[src/sv/cfata_pkg.sv]
`timescale 1ns / 1ps
// ----------------------------------------------------------------------------
// Cube face atlas tile allocator package
// Shared field widths, request codes, status codes and the level result type.
// ----------------------------------------------------------------------------
package cfata_pkg;

   localparam int NUM_FACES   = 6;
   localparam int FACE_W      = 3;
   localparam int ACTION_W    = 2;
   localparam int RECT_W      = 14;
   localparam int LEVEL_W     = 2;
   localparam int TILE_X_W    = 11;
   localparam int TILE_Y_W    = 10;
   localparam int TILE_SIZE_W = 10;

   // Rectangle edges saturate at this many pixels.
   localparam logic [RECT_W-1:0]  RECT_SAT  = 14'd8192;
   localparam logic [LEVEL_W-1:0] MAX_LEVEL = 2'd3;

   typedef enum logic [ACTION_W-1:0] {
      ACT_SET_BOUNDS = 2'd0,
      ACT_CLEAR      = 2'd1,
      ACT_ALLOCATE   = 2'd2
   } action_type;

   typedef enum logic {
      STATUS_OK       = 1'b0,
      STATUS_NO_SPACE = 1'b1
   } status_type;

   // Result of the detail level unit, valid for one cycle when done is set.
   typedef struct packed {
      logic                done;
      logic [LEVEL_W-1:0]  level;
   } level_result_type;

endpackage

[src/sv/cfata_level_unit.sv]
`timescale 1ns / 1ps
// ----------------------------------------------------------------------------
// Detail level unit
// Saturates the rectangle, multiplies it out and turns the capped area into a
// detail level of 0 to 3 with three constant threshold compares.
// ----------------------------------------------------------------------------
module cfata_level_unit #(
   parameter int ATLAS_WIDTH  = 2048,
   parameter int ATLAS_HEIGHT = 1024,
   parameter int LOG_MAX_FACE = 9
) (
   input  logic                                clock,
   input  logic                                reset,
   input  logic                                start,
   input  logic [cfata_pkg::RECT_W-1:0]        rect_width,
   input  logic [cfata_pkg::RECT_W-1:0]        rect_height,
   output cfata_pkg::level_result_type         result
);

   localparam int PROD_W = 2 * cfata_pkg::RECT_W;
   localparam int TWICE_W = PROD_W + 1;

   localparam logic [PROD_W-1:0]  AREA_CAP = PROD_W'(ATLAS_WIDTH * ATLAS_HEIGHT);
   // Twice the area must not exceed 6 * 4^mip; mip at most LOG_MAX_FACE - k
   // gives a level of at least k.
   localparam logic [TWICE_W-1:0] THRESH_L1 = TWICE_W'(6 << (2 * (LOG_MAX_FACE - 1)));
   localparam logic [TWICE_W-1:0] THRESH_L2 = TWICE_W'(6 << (2 * (LOG_MAX_FACE - 2)));
   localparam logic [TWICE_W-1:0] THRESH_L3 = TWICE_W'(6 << (2 * (LOG_MAX_FACE - 3)));

   logic [cfata_pkg::RECT_W-1:0]  width_sat;
   logic [cfata_pkg::RECT_W-1:0]  height_sat;
   logic [PROD_W-1:0]             prod_ff;
   logic [PROD_W-1:0]             prod_in;
   logic                          prod_valid_ff;
   logic [PROD_W-1:0]             area_capped;
   logic [TWICE_W-1:0]            area_twice;
   logic [cfata_pkg::LEVEL_W-1:0] level_ff;
   logic [cfata_pkg::LEVEL_W-1:0] level_in;
   logic                          done_ff;

   always_comb begin
      width_sat  = (rect_width > cfata_pkg::RECT_SAT) ? cfata_pkg::RECT_SAT : rect_width;
      height_sat = (rect_height > cfata_pkg::RECT_SAT) ? cfata_pkg::RECT_SAT : rect_height;
      prod_in    = {{cfata_pkg::RECT_W{1'b0}}, width_sat}
                 * {{cfata_pkg::RECT_W{1'b0}}, height_sat};
   end

   always_comb begin
      area_capped = (prod_ff > AREA_CAP) ? AREA_CAP : prod_ff;
      area_twice  = {area_capped, 1'b0};
      priority if (area_twice <= THRESH_L3) begin
         level_in = cfata_pkg::MAX_LEVEL;
      end else if (area_twice <= THRESH_L2) begin
         level_in = 2'd2;
      end else if (area_twice <= THRESH_L1) begin
         level_in = 2'd1;
      end else begin
         level_in = 2'd0;
      end
   end

   always_ff @(posedge clock) begin
      prod_ff  <= prod_in;
      level_ff <= level_in;
      if (reset) begin
         prod_valid_ff <= 1'b0;
         done_ff       <= 1'b0;
      end else begin
         prod_valid_ff <= start;
         done_ff       <= prod_valid_ff;
      end
   end

   assign result.done  = done_ff;
   assign result.level = level_ff;

endmodule

[src/sv/cfata_overlap_check.sv]
`timescale 1ns / 1ps
// ----------------------------------------------------------------------------
// Overlap checker
// Tests one candidate tile against the tiles of all other allocated faces in
// parallel and reports whether the position is free.
// ----------------------------------------------------------------------------
module cfata_overlap_check #(
   parameter int CW = 14
) (
   input  logic [CW-1:0]                          cand_x,
   input  logic [CW-1:0]                          cand_y,
   input  logic [CW-1:0]                          cand_size,
   input  logic [cfata_pkg::FACE_W-1:0]           face,
   input  logic [cfata_pkg::NUM_FACES-1:0]        face_allocated,
   input  logic [CW-1:0]                          tile_x    [cfata_pkg::NUM_FACES],
   input  logic [CW-1:0]                          tile_y    [cfata_pkg::NUM_FACES],
   input  logic [CW-1:0]                          tile_size [cfata_pkg::NUM_FACES],
   output logic                                   position_free
);

   logic [cfata_pkg::NUM_FACES-1:0] hit;

   // Coordinate plus edge always fits in CW bits, so the sums do not wrap.
   always_comb begin
      for (int p = 0; p < cfata_pkg::NUM_FACES; p++) begin
         hit[p] = face_allocated[p]
               && (face != cfata_pkg::FACE_W'(p))
               && (cand_y < tile_y[p] + tile_size[p])
               && (cand_x < tile_x[p] + tile_size[p])
               && (cand_y + cand_size > tile_y[p])
               && (cand_x + cand_size > tile_x[p]);
      end
      position_free = ~|hit;
   end

endmodule

[src/sv/cube_face_atlas_tile_allocator_unit.sv]
`timescale 1ns / 1ps
// ----------------------------------------------------------------------------
// Cube face atlas tile allocator
// Places one square tile per cube face in a 2D atlas, first fit, and picks the
// detail level that sets the tile edge from a screen rectangle.
// ----------------------------------------------------------------------------
// Usage:
//   The request channel (req_valid / req_stall) takes one command per
//   transfer: set bounds, clear all tiles, or allocate a tile for a face.
//   Every request yields exactly one transfer on the response channel
//   (rsp_valid / rsp_stall) with status, tile placement and current level.
//   The block works on one request at a time and stalls the request channel
//   until that request's response has been loaded into the output register.
//   Path from request transfer to response valid, each ending in the done
//   state and then the output register:
//     clear, unused codes, bad face, face already placed: done state only;
//     set bounds: the level unit (saturate and multiply, threshold compares);
//     allocation scan: N grid positions probed, one per cycle through the
//     overlap checker. N is at most (ATLAS_WIDTH / edge) * (ATLAS_HEIGHT / edge),
//     rounded up, which is 512 at level 3 with the default atlas.
//   The output register frees the block to take the next request while a
//   response still waits; a stalled response holds until it is taken.
//   Reset (synchronous) frees all faces, sets the level to 0 and turns
//   reallocation on. The csr port may be written only while the block idles.
// ----------------------------------------------------------------------------
module cube_face_atlas_tile_allocator_unit #(
   parameter int ATLAS_WIDTH  = 2048,
   parameter int ATLAS_HEIGHT = 1024,
   parameter int LOG_MAX_FACE = 9
) (
   input  logic                                clock,
   input  logic                                reset,
   // Configuration
   input  logic                                csr_write_enable,
   input  logic                                csr_write_data,
   // Request channel
   input  logic                                req_valid,
   output logic                                req_stall,
   input  logic [cfata_pkg::ACTION_W-1:0]      req_action,
   input  logic [cfata_pkg::FACE_W-1:0]        req_face,
   input  logic [cfata_pkg::RECT_W-1:0]        req_rect_width,
   input  logic [cfata_pkg::RECT_W-1:0]        req_rect_height,
   // Response channel
   output logic                                rsp_valid,
   input  logic                                rsp_stall,
   output logic                                rsp_status,
   output logic [cfata_pkg::TILE_X_W-1:0]      rsp_tile_x,
   output logic [cfata_pkg::TILE_Y_W-1:0]      rsp_tile_y,
   output logic [cfata_pkg::TILE_SIZE_W-1:0]   rsp_tile_size,
   output logic [cfata_pkg::LEVEL_W-1:0]       rsp_detail_level
);

   // Coordinate width: large enough for any position plus a full tile edge,
   // and never narrower than the widest tile field of the response.
   localparam int MAX_DIM = (ATLAS_WIDTH > ATLAS_HEIGHT) ? ATLAS_WIDTH : ATLAS_HEIGHT;
   localparam int CW_RAW  = $clog2(MAX_DIM + (1 << LOG_MAX_FACE)) + 1;
   localparam int CW      = (CW_RAW < cfata_pkg::TILE_X_W) ? cfata_pkg::TILE_X_W : CW_RAW;
   localparam int NF      = cfata_pkg::NUM_FACES;

   localparam logic [CW-1:0] ATLAS_W_C   = CW'(ATLAS_WIDTH);
   localparam logic [CW-1:0] ATLAS_H_C   = CW'(ATLAS_HEIGHT);
   localparam logic [CW-1:0] MAX_EDGE_C  = CW'(1) << LOG_MAX_FACE;
   localparam logic [cfata_pkg::FACE_W-1:0] LAST_FACE = cfata_pkg::FACE_W'(NF - 1);

   typedef enum logic [1:0] {
      ST_IDLE,
      ST_LEVEL,
      ST_SCAN,
      ST_DONE
   } state_type;

   // Control and configuration registers.
   state_type                      state_ff,        state_in;
   logic                           realloc_en_ff,   realloc_en_in;
   logic [NF-1:0]                  alloc_ff,        alloc_in;
   logic [cfata_pkg::LEVEL_W-1:0]  level_ff,        level_in;
   logic                           rsp_valid_ff,    rsp_valid_in;

   // Face placement store; an entry is only read once its face is allocated.
   logic [CW-1:0]                  tx_ff [NF];
   logic [CW-1:0]                  tx_in [NF];
   logic [CW-1:0]                  ty_ff [NF];
   logic [CW-1:0]                  ty_in [NF];
   logic [CW-1:0]                  ts_ff [NF];
   logic [CW-1:0]                  ts_in [NF];

   // Scan and result working registers.
   logic [cfata_pkg::FACE_W-1:0]   face_ff,         face_in;
   logic [CW-1:0]                  cand_x_ff,       cand_x_in;
   logic [CW-1:0]                  cand_y_ff,       cand_y_in;
   logic [CW-1:0]                  edge_ff,         edge_in;
   logic                           res_status_ff,   res_status_in;
   logic [CW-1:0]                  res_x_ff,        res_x_in;
   logic [CW-1:0]                  res_y_ff,        res_y_in;
   logic [CW-1:0]                  res_size_ff,     res_size_in;

   // Output register.
   logic                                rsp_status_ff,   rsp_status_in;
   logic [cfata_pkg::TILE_X_W-1:0]      rsp_x_ff,        rsp_x_in;
   logic [cfata_pkg::TILE_Y_W-1:0]      rsp_y_ff,        rsp_y_in;
   logic [cfata_pkg::TILE_SIZE_W-1:0]   rsp_size_ff,     rsp_size_in;
   logic [cfata_pkg::LEVEL_W-1:0]       rsp_level_ff,    rsp_level_in;

   logic                           req_xfer;
   logic                           out_free;
   logic                           position_free;
   logic [CW-1:0]                  next_x;
   logic [CW-1:0]                  next_y;
   cfata_pkg::level_result_type    level_result;

   assign req_stall = (state_ff != ST_IDLE);
   assign req_xfer  = req_valid && !req_stall;
   // The output register can take a new response when empty or being drained.
   assign out_free  = !rsp_valid_ff || !rsp_stall;

   cfata_level_unit #(
      .ATLAS_WIDTH  (ATLAS_WIDTH),
      .ATLAS_HEIGHT (ATLAS_HEIGHT),
      .LOG_MAX_FACE (LOG_MAX_FACE)
   ) u_level (
      .clock       (clock),
      .reset       (reset),
      .start       (req_xfer && (req_action == cfata_pkg::ACT_SET_BOUNDS)),
      .rect_width  (req_rect_width),
      .rect_height (req_rect_height),
      .result      (level_result)
   );

   cfata_overlap_check #(
      .CW (CW)
   ) u_overlap (
      .cand_x         (cand_x_ff),
      .cand_y         (cand_y_ff),
      .cand_size      (edge_ff),
      .face           (face_ff),
      .face_allocated (alloc_ff),
      .tile_x         (tx_ff),
      .tile_y         (ty_ff),
      .tile_size      (ts_ff),
      .position_free  (position_free)
   );

   assign next_x = cand_x_ff + edge_ff;
   assign next_y = cand_y_ff + edge_ff;

   always_comb begin
      state_in      = state_ff;
      realloc_en_in = csr_write_enable ? csr_write_data : realloc_en_ff;
      alloc_in      = alloc_ff;
      level_in      = level_ff;
      tx_in         = tx_ff;
      ty_in         = ty_ff;
      ts_in         = ts_ff;
      face_in       = face_ff;
      cand_x_in     = cand_x_ff;
      cand_y_in     = cand_y_ff;
      edge_in       = edge_ff;
      res_status_in = res_status_ff;
      res_x_in      = res_x_ff;
      res_y_in      = res_y_ff;
      res_size_in   = res_size_ff;
      rsp_valid_in  = rsp_valid_ff && rsp_stall;
      rsp_status_in = rsp_status_ff;
      rsp_x_in      = rsp_x_ff;
      rsp_y_in      = rsp_y_ff;
      rsp_size_in   = rsp_size_ff;
      rsp_level_in  = rsp_level_ff;

      unique case (state_ff)
         ST_IDLE: begin
            if (req_xfer) begin
               // Default answer: ok with zero tile fields.
               res_status_in = cfata_pkg::STATUS_OK;
               res_x_in      = '0;
               res_y_in      = '0;
               res_size_in   = '0;
               face_in       = req_face;
               state_in      = ST_DONE;
               unique case (cfata_pkg::action_type'(req_action))
                  cfata_pkg::ACT_SET_BOUNDS: begin
                     state_in = ST_LEVEL;
                  end
                  cfata_pkg::ACT_CLEAR: begin
                     if (realloc_en_ff) begin
                        alloc_in = '0;
                     end
                  end
                  cfata_pkg::ACT_ALLOCATE: begin
                     priority if (req_face > LAST_FACE) begin
                        res_status_in = cfata_pkg::STATUS_NO_SPACE;
                     end else if (alloc_ff[req_face]) begin
                        // The face keeps the tile it already holds.
                        res_x_in    = tx_ff[req_face];
                        res_y_in    = ty_ff[req_face];
                        res_size_in = ts_ff[req_face];
                     end else begin
                        cand_x_in = '0;
                        cand_y_in = '0;
                        edge_in   = MAX_EDGE_C >> level_ff;
                        state_in  = ST_SCAN;
                     end
                  end
                  default: begin
                     // Unused code: ok answer, no change to faces or level.
                  end
               endcase
            end
         end
         ST_LEVEL: begin
            if (level_result.done) begin
               level_in = realloc_en_ff ? level_result.level : '0;
               state_in = ST_DONE;
            end
         end
         ST_SCAN: begin
            // One grid position per cycle: y inner, x outer.
            priority if (position_free) begin
               alloc_in[face_ff] = 1'b1;
               tx_in[face_ff]    = cand_x_ff;
               ty_in[face_ff]    = cand_y_ff;
               ts_in[face_ff]    = edge_ff;
               res_x_in          = cand_x_ff;
               res_y_in          = cand_y_ff;
               res_size_in       = edge_ff;
               state_in          = ST_DONE;
            end else if (next_y < ATLAS_H_C) begin
               cand_y_in = next_y;
            end else if (next_x < ATLAS_W_C) begin
               cand_y_in = '0;
               cand_x_in = next_x;
            end else begin
               res_status_in = cfata_pkg::STATUS_NO_SPACE;
               state_in      = ST_DONE;
            end
         end
         ST_DONE: begin
            if (out_free) begin
               rsp_valid_in  = 1'b1;
               rsp_status_in = res_status_ff;
               rsp_x_in      = res_x_ff[cfata_pkg::TILE_X_W-1:0];
               rsp_y_in      = res_y_ff[cfata_pkg::TILE_Y_W-1:0];
               rsp_size_in   = res_size_ff[cfata_pkg::TILE_SIZE_W-1:0];
               rsp_level_in  = level_ff;
               state_in      = ST_IDLE;
            end
         end
         default: begin
            state_in = ST_IDLE;
         end
      endcase
   end

   always_ff @(posedge clock) begin
      tx_ff         <= tx_in;
      ty_ff         <= ty_in;
      ts_ff         <= ts_in;
      face_ff       <= face_in;
      cand_x_ff     <= cand_x_in;
      cand_y_ff     <= cand_y_in;
      edge_ff       <= edge_in;
      res_status_ff <= res_status_in;
      res_x_ff      <= res_x_in;
      res_y_ff      <= res_y_in;
      res_size_ff   <= res_size_in;
      rsp_status_ff <= rsp_status_in;
      rsp_x_ff      <= rsp_x_in;
      rsp_y_ff      <= rsp_y_in;
      rsp_size_ff   <= rsp_size_in;
      rsp_level_ff  <= rsp_level_in;
      if (reset) begin
         state_ff      <= ST_IDLE;
         realloc_en_ff <= 1'b1;
         alloc_ff      <= '0;
         level_ff      <= '0;
         rsp_valid_ff  <= 1'b0;
      end else begin
         state_ff      <= state_in;
         realloc_en_ff <= realloc_en_in;
         alloc_ff      <= alloc_in;
         level_ff      <= level_in;
         rsp_valid_ff  <= rsp_valid_in;
      end
   end

   assign rsp_valid        = rsp_valid_ff;
   assign rsp_status       = rsp_status_ff;
   assign rsp_tile_x       = rsp_x_ff;
   assign rsp_tile_y       = rsp_y_ff;
   assign rsp_tile_size    = rsp_size_ff;
   assign rsp_detail_level = rsp_level_ff;

   // A response only appears after the sequencer has finished a request.
   assert property (@(posedge clock) disable iff (reset)
      $rose(rsp_valid_ff) |-> $past(state_ff == ST_DONE))
      else $error("response raised outside the completion state");

   // The scan never probes a position outside the atlas.
   assert property (@(posedge clock) disable iff (reset)
      (state_ff == ST_SCAN) |-> (cand_x_ff < ATLAS_W_C) && (cand_y_ff < ATLAS_H_C))
      else $error("scan candidate left the atlas");

   // At most one face gains a tile per cycle, and only from the scan.
   assert property (@(posedge clock) disable iff (reset)
      $onehot0(alloc_ff & ~$past(alloc_ff)))
      else $error("more than one face allocated in one cycle");

   assert property (@(posedge clock) disable iff (reset)
      ((alloc_ff & ~$past(alloc_ff)) != '0) |-> $past(state_ff == ST_SCAN))
      else $error("face allocated outside the scan");

endmodule

[config.mk]
export PLATFORM = sky130hd
export DESIGN_NAME = cube_face_atlas_tile_allocator_unit
export DESIGN_NICKNAME = d
export VERILOG_FILES = /design/src/sv/cfata_pkg.sv /design/src/sv/cfata_level_unit.sv /design/src/sv/cfata_overlap_check.sv /design/src/sv/cube_face_atlas_tile_allocator_unit.sv
export SDC_FILE = /design/constraint.sdc
export NUM_CORES = 1
export LEC_CHECK = 0
export BUFFER_PORTS_ARGS = -buffer_cell sky130_fd_sc_hd__buf_2
export CAP_MARGIN = 20
export CORE_MARGIN = 3
export CORE_UTILIZATION = 58
export CTS_CLUSTER_SIZE = 16
export DETAILED_ROUTE_END_ITERATION = 16
export PLACE_DENSITY_LB_ADDON = 0.25
export SLEW_MARGIN = 5
export SYNTH_ARGS = -nofsm -noshare
export SYNTH_HDL_FRONTEND = slang
export SYNTH_SLANG_ARGS = --single-unit
[constraint.sdc]
create_clock -name clock -period 6.35 [get_ports clock]
set_input_delay 0.3175 -clock clock [delete_from_list [all_inputs] [get_ports clock]]
set_output_delay 0.3175 -clock clock [all_outputs]
set_load 0.05 [all_outputs]
==> results of run 1 <==
==> per-layer routing <==
| metal | track usage [%] | wire, um |
|---|---|---|
| met1 | 36.5 | 21000 |
| met2 | 52.8 | 26700 |
| met3 | 3.38 | 3480 |
| met4 | 14.3 | 3070 |
| met5 | 0 | 28 |
==> layout by cell type, fill, tap and decap left out, types with 22 or more instances in the layout <==
cell and instances:
edfxtp_1 159, fa_1 155, o21ai_0 51, a21oi_1 89
inv_1 280, xor2_1 24, clkbuf_16 23, nand3_1 27
xnor2_1 70, dfxtp_1 44, nand2_1 155, nor3_1 22
ha_1 320, buf_2 56, nor2b_1 44, a21o_1 50
nand4_1 27, nor2_1 142, buf_4 153
==> power groups by stage <==
stage          combinational [mW]  sequential [mW]  clock (mW)
6_report                     2.75             1.90        1.27
5_1_grt                      3.05             1.93        1.34
4_1_cts                      2.71             1.90        1.28
3_5_place_dp                 2.68             1.93           0
3_3_place_gp                 2.57             1.92           0
2_1_floorplan                1.74             1.94           0
==> logic make-up after synthesis <==
family	Yosys count
AND/OR/NAND/NOR	522
flip-flops	203
multiplexers	30
AO/OA/AOI/OAI	306
buffers and inverters	344
XOR/XNOR	94
adder cells (fa/ha/maj)	475
other	1
==> what timing repair did <==
| item | in CTS | in global routing |
|---|---|---|
| resized for setup | 0 | 12 |
| setup buffers | 0 | 4 |
| setup endpoints to repair | 0 | 6 |
| hold buffers | 1 | 0 |
| hold endpoints to repair | 1 | 0 |
==> area by class of cell <==
type	count	area share [%]
Timing Repair Buffer	210	6.38
Clock inverter	11	0.427
Clock buffer	31	2.73
Tap cell	448	2.49
Multi-Input combinational cell	1448	58.2
Sequential cell	203	25.1
Inverter	281	4.68
==> metrics by stage <==
stage | power [mW] | TNS (ns) | hold slack, ns | instances | area, um2
6_report | 5.93 | 0 | 0.0130 | 2632 | 22500
5_1_grt | 6.32 | -0.0171 | 0.0194 | 2632 | 22500
4_1_cts | 5.89 | 0 | 0.00388 | 2628 | 22500
3_5_place_dp | 4.61 | -1.84 | 0.406 | 2585 | 21700
3_3_place_gp | 4.49 | -1.12 | 0.401 | 2585 | 21700
2_1_floorplan | 3.68 | 0 | 0.396 | 1995 | 20100
==> critical path: stages <==
cell and delay [ns]:
buf_2 0.10, nor4_1 0.29, a41o_1 0.26, nand2_1 0.16, nor2_1 0.21, fa_1 0.21
inv_1 0.05, fa_1 0.49, inv_1 0.05, fa_1 0.50, inv_1 0.05, fa_1 0.47
inv_1 0.06, fa_1 0.53, inv_1 0.05, fa_1 0.52, inv_1 0.04, ha_1 0.34
buf_4 0.17, nand2_1 0.05, a21oi_1 0.06, o311ai_2 0.55, o21ai_1 0.17, a31o_2 0.29
a2111oi_2 0.41, nor2_1 0.07
==> how the worst max path moves through the flow <==
stage                  startpoint                  end  slack [ns]  depth (start not counted)
2_1_floorplan  req_rect_height[1]  u_level.prod_ff[26]        0.03                         27
3_3_place_gp   req_rect_height[0]  u_level.prod_ff[26]       -0.27                         27
3_5_place_dp   req_rect_height[0]  u_level.prod_ff[19]       -0.43                         24
4_1_cts        req_rect_height[0]  u_level.prod_ff[19]        0.08                         24
5_1_grt        req_rect_height[7]  u_level.prod_ff[27]       -0.02                         27
6_report        req_rect_width[0]  u_level.prod_ff[19]        0.26                         26
==> registers in the layout, indices dropped and copies added, names as in the netlist, 2 cells and up <==
register          count
res_size_ff           4
edge_ff               4
res_x_ff              5
rsp_tile_y            4
res_y_ff              4
level_ff              2
cand_y_ff             7
alloc_ff              6
ts_ff                24
tx_ff                42
u_level.level_ff      2
face_ff               3
rsp_detail_level      2
cand_x_ff             7
rsp_tile_x            5
u_level.prod_ff      28
rsp_tile_size         4
ty_ff                42
state_ff              2
==> metrics.yaml, run 1 <==
outcome:
  outcome: "finished clean"
floorplan:
  rows: 67
  die_h_um: 192
  chipWidth_um: 192
  io_pins: 75
  start_util_pct: 59.2
  design.core.area_um2: 33800
  dieArea_um2: 36800
power:
  p_switching_mw: 2.37
  internal_power_mw: 3.56
  power_density_nw_per_um2: 263
  ir_worst_vdd_mv: 0.207
  seqPwrFrac_pct: 32.1
  combPwrFrac_pct: 46.4
  p_clk_share_pct: 21.4
  p_leak_nw: 10.8
  swShare_pct: 40.0
place:
  io_buffers: 56
  dp_slack_ns: -0.426
  gp_congestion: 0.983
  hpwlAfterDp_um: 43600
sta:
  hold_viol_final: 0
  slew_viol_final: 0
  fmax_ghz: 0.164
  setup_viol: 0
  skew_ns: 0.0182
  slew_headroom_pct: 17.4
  finalCriticalPeriod_ns: 6.09
  worstMarginPinSlew_ns: 1.23
  fin_crit_sh_pct: 95.9
  setup_slack_ns: 0.258
logic_synthesis:
  synth-simple-area-share_pct: 12.7
  synth-seq-area-share_pct: 28.3
  syn_avg_cell_area_um2: 10.1
  ys_warn_count: 0
  synth_compound_area_share_pct: 10.1
  synth_top_area_share_pct: 23.9
  synthMuxAreaShare_pct: 2.38
  synthCells: 1975
  synthFlopType: "edfxtp_1"
  yosys-top-cells-count: "ha_1, inv_1, edfxtp_1"
  synthArstFlopShare_pct: 0
  synth_fa_ha_area_share_pct: 35.5
  yosysMostFrequentCell: "ha_1"
  synth_top_family_by_area: "adder cells"
  ys_types: 74
  yosys.area_share.xor_xnor_pct: 4.11
  synth_area_um2: 20000
  netlist_top_cells_area: "edfxtp_1, ha_1, fa_1, inv_1, dfxtp_1"
  ys_ff_latch: 203
  synth-edff-count: 159
  yosysTopAreaCell: "edfxtp_1"
hold_path:
  holdPathEnd: "u_level.prod_valid_ff"
  holdPathStages: 2
  hp-start: "req_action[1]"
  min_path_type: "in -> reg"
clocking:
  clock_path_buffers: 3
  cts-buffers-inserted: 23
  cts.sinks: 203
  cts_tree: "built"
  h-tree-depth: 1
  worstSkewPairLatency_ns: 0.53
  cts-root-buf: "clkbuf_16"
  path_clk_slew_ns: 0.06
setup_path:
  cp.required_ns: 6.74
  rr_endpoint: "ty_ff[61]"
  endpoint_kind: "flop"
  crit_fanout: 5
  startpoint_type: "input pin"
  rrSetupSlack_ns: 0.82
  rr_startpoint: "cand_x_ff[7]"
  worstSetupPathType: "in -> reg"
  reg2reg_depth: 14
  arrival_ns: 6.49
drt:
  wire_per_inst_um: 20.6
  via_count: 15300
  wl_um: 54300
  drt-initial-drc-count: 1088
  drt_pre_antenna_iters: 6
  drc_errors: 0
  postRouteAntennaNets: 0
  viasPerCell: 5.82
global_route:
  gr-usage-all-layers_pct: 29.9
  grt_pass1_wl_um: 85300
  overflow: 0
  grt_pass1_vias: 16000
  antenna_found_initial: 2
  grt_max_degree: 34
layout:
  area_delta_synth_final_pct: 12.7
  fillers: 2645
  finalNetCount: 2681
  antenna_cells: 0
  multi_input_area_um2: 13100
  seqCellArea_um2: 5660
  drive_gt1_share_pct: 13.1
  fin_util_pct: 66.7
job:
  max-cap-violations: 0
No activity file was read; power rests on OpenSTA's default activity.
==> inputs of run 2 (changes only) <==
--- a/config.mk
+++ b/config.mk
@@ -5,12 +5,11 @@
 export SDC_FILE = /design/constraint.sdc
 export NUM_CORES = 1
 export LEC_CHECK = 0
-export BUFFER_PORTS_ARGS = -buffer_cell sky130_fd_sc_hd__buf_2
 export CAP_MARGIN = 20
-export CORE_MARGIN = 3
-export CORE_UTILIZATION = 58
+export CORE_UTILIZATION = 60
 export CTS_CLUSTER_SIZE = 16
 export DETAILED_ROUTE_END_ITERATION = 16
+export DONT_BUFFER_PORTS = 1
 export PLACE_DENSITY_LB_ADDON = 0.25
 export SLEW_MARGIN = 5
 export SYNTH_ARGS = -nofsm -noshare
==> metrics.yaml, run 2 (synthesized netlist as in run 1, its figures left out) <==
layout:
  seqCellArea_um2: 5660
  antenna_cells: 0
  finalNetCount: 2583
  drive_gt1_share_pct: 7.92
  reg_top3: "tx_ff: 42 flops, ty_ff: 42 flops, u_level.prod_ff: 28 flops"
  layout_commonest_cell: "ha_1"
  fillers: 2621
  final_area_um2: 21900
  stdcell_count: 2526
  layout_common_cells: "ha_1, inv_1, edfxtp_1, nand2_1, fa_1"
  area_delta_synth_final_pct: 9.45
  multi_input_area_um2: 13100
setup_path:
  startpoint_type: "input pin"
  arrival_ns: 6.49
  reg2reg_depth: 16
  cp_top_family: "adder cells"
  worstSetupPathType: "in -> reg"
  path_buf_inv: 4
  critPathSlowestCell: "fa_1"
  rrSetupSlack_ns: 0.77
  cp.required_ns: 6.74
  endpoint_kind: "flop"
  rr_startpoint: "edge_ff[6]"
  worstPathCellList: "nor4_1 -> nand4_1 -> nand2_1 -> and2_1 -> buf_4 -> nand2_1 -> fa_1 -> fa_1 -> fa_1 -> inv_1 -> fa_1 -> fa_1 -> inv_1 -> fa_1 -> inv_1 -> ha_1 -> a21oi_1 -> nor2_1 -> o31ai_1 -> and3_1 -> o21ai_1 -> a311oi_1 -> a21oi_1 -> xnor2_1"
  crit_fanout: 4
  max_stage_delay_ns: 0.55
  cp_common_cell: "fa_1"
  rr_endpoint: "cand_x_ff[10]"
place:
  dp_cells: 2479
  dpl_cell_area_um2: 21100
  hpwlAfterDp_um: 42900
  gp_congestion: 0.976
  io_buffers: 0
drt:
  via_count: 15000
  drc_errors: 0
  wire_per_inst_um: 21.4
  drt_pre_antenna_iters: 5
  viasPerCell: 5.94
  drt-initial-drc-count: 1044
  postRouteAntennaNets: 0
  wl_um: 54000
power:
  swShare_pct: 39.8
  p_leak_nw: 10.3
  seqPwrFrac_pct: 32.9
  power_density_nw_per_um2: 266
  ir_worst_vdd_mv: 0.183
  total_power_mw: 5.83
  combPwrFrac_pct: 46.0
  p_switching_mw: 2.32
  p_clk_share_pct: 21.1
  internal_power_mw: 3.51
clocking:
  post_cts_buffers: 0
  worstSkewPairLatency_ns: 0.52
  h-tree-depth: 1
  cts.sinks: 203
  cts-buffers-inserted: 21
  path_clk_slew_ns: 0.06
  clock_path_buffers: 3
  cts-root-buf: "clkbuf_16"
  cts_tree: "built"
sta:
  fin_crit_sh_pct: 96.0
  skew_ns: 0.0175
  worstMarginPinSlew_ns: 0.981
  setup_tns_ns: 0
  hold_viol_final: 0
  hold_slack_ns: 0.0179
  slew_headroom_pct: 34.1
  slew_viol_final: 0
  finalCriticalPeriod_ns: 6.10
  fmax_ghz: 0.164
  setup_viol: 0
  rsz0062_at_grt: "no"
global_route:
  gr-usage-all-layers_pct: 32.5
  antenna_found_initial: 1
  grt_pass1_wl_um: 83500
  overflow: 0
  grt_max_degree: 36
  grt_pass1_vias: 15500
hold_path:
  min_path_type: "in -> reg"
  holdPathEnd: "state_ff[0]"
  holdPathStages: 2
  hp-start: "reset"
floorplan:
  dieArea_um2: 34100
  die_h_um: 185
  start_util_pct: 61.2
  io_pins: 75
  rows: 66
  chipWidth_um: 185
  design.core.area_um2: 32700
job:
  max-cap-violations: 0
outcome:
  outcome: "finished clean"
[run 2: cell types whose count changed in the layout (fill, tap and decap cells not counted), sizes merged]
| cell | change |
|---|---|
| buf | -104 |
| dlygate4sd3 | +8 |
| clkbuf | -3 |
| clkinv | +1 |
| clkinvlp | -1 |
| inv | -1 |
[run 2: worst reg2reg max path, stage by stage (launching register included)]
cell	delay, ns
edfxtp_1	0.61
ha_1	0.33
fa_1	0.41
a21o_1	0.20
a21oi_1	0.27
nor2_1	0.10
xor2_1	0.55
buf_4	0.29
ha_1	0.28
nand4_1	0.17
o22ai_1	0.12
nor4_1	0.36
o21ai_0	0.18
nor4_1	0.43
buf_4	0.23
nand4b_4	0.23
and4b_1	0.46
[run 2: layout make-up]
type                    instances  share of cell area [%]
flip-flops and latches        203                    25.8
inverters                     281                    4.82
clock inverters                10                   0.366
multi-input cells            1448                    59.7
clock buffers                  28                    2.71
repair buffers                114                    4.06
well taps                     442                    2.53
[run 2: how the worst max path moves through the flow]
stage                            start                   to  cells past startpoint
detailed placement  req_rect_height[0]  u_level.prod_ff[27]                     24
CTS                 req_rect_height[0]  u_level.prod_ff[27]                     24
floorplan           req_rect_height[1]  u_level.prod_ff[26]                     27
global placement    req_rect_height[0]  u_level.prod_ff[27]                     24
finish              req_rect_height[0]  u_level.prod_ff[27]                     24
global route        req_rect_height[0]  u_level.prod_ff[19]                     23
[run 2: power by group through the flow]
| stage | Sequential, mW | Combinational [mW] | Clock, mW |
|---|---|---|---|
| after floorplan | 1.94 | 1.74 | 0 |
| after global placement | 1.93 | 2.51 | 0 |
| after detailed placement | 1.94 | 2.61 | 0 |
| after CTS | 1.92 | 2.65 | 1.24 |
| after global routing | 1.94 | 2.97 | 1.29 |
| final | 1.92 | 2.68 | 1.23 |
[run 2: what timing repair did]
action | in CTS | in global routing
endpoints found under the setup margin | 0 | 2
resized for setup | 0 | 2
endpoints found under the hold margin | 11 | 0
hold buffers | 9 | 0
[run 2: per-stage QoR]
| step | utilization, % | setup WS [ns] |
|---|---|---|
| 2_1_floorplan | - | 0.0343 |
| 3_3_place_gp | 64.6 | -0.0298 |
| 3_5_place_dp | 64.6 | -0.171 |
| 4_1_cts | 67.0 | 0.346 |
| 5_1_grt | 67.0 | 0.0455 |
| 6_report | 67.0 | 0.252 |
[run 2: per-layer routing]
layer	track usage (%)	wire, um	vias to the layer above
li1	-	-	6967
met1	38.3	21000	7234
met2	58.1	26600	629
met3	3.66	3460	162
met4	16.8	2960	0
met5	0	0	-
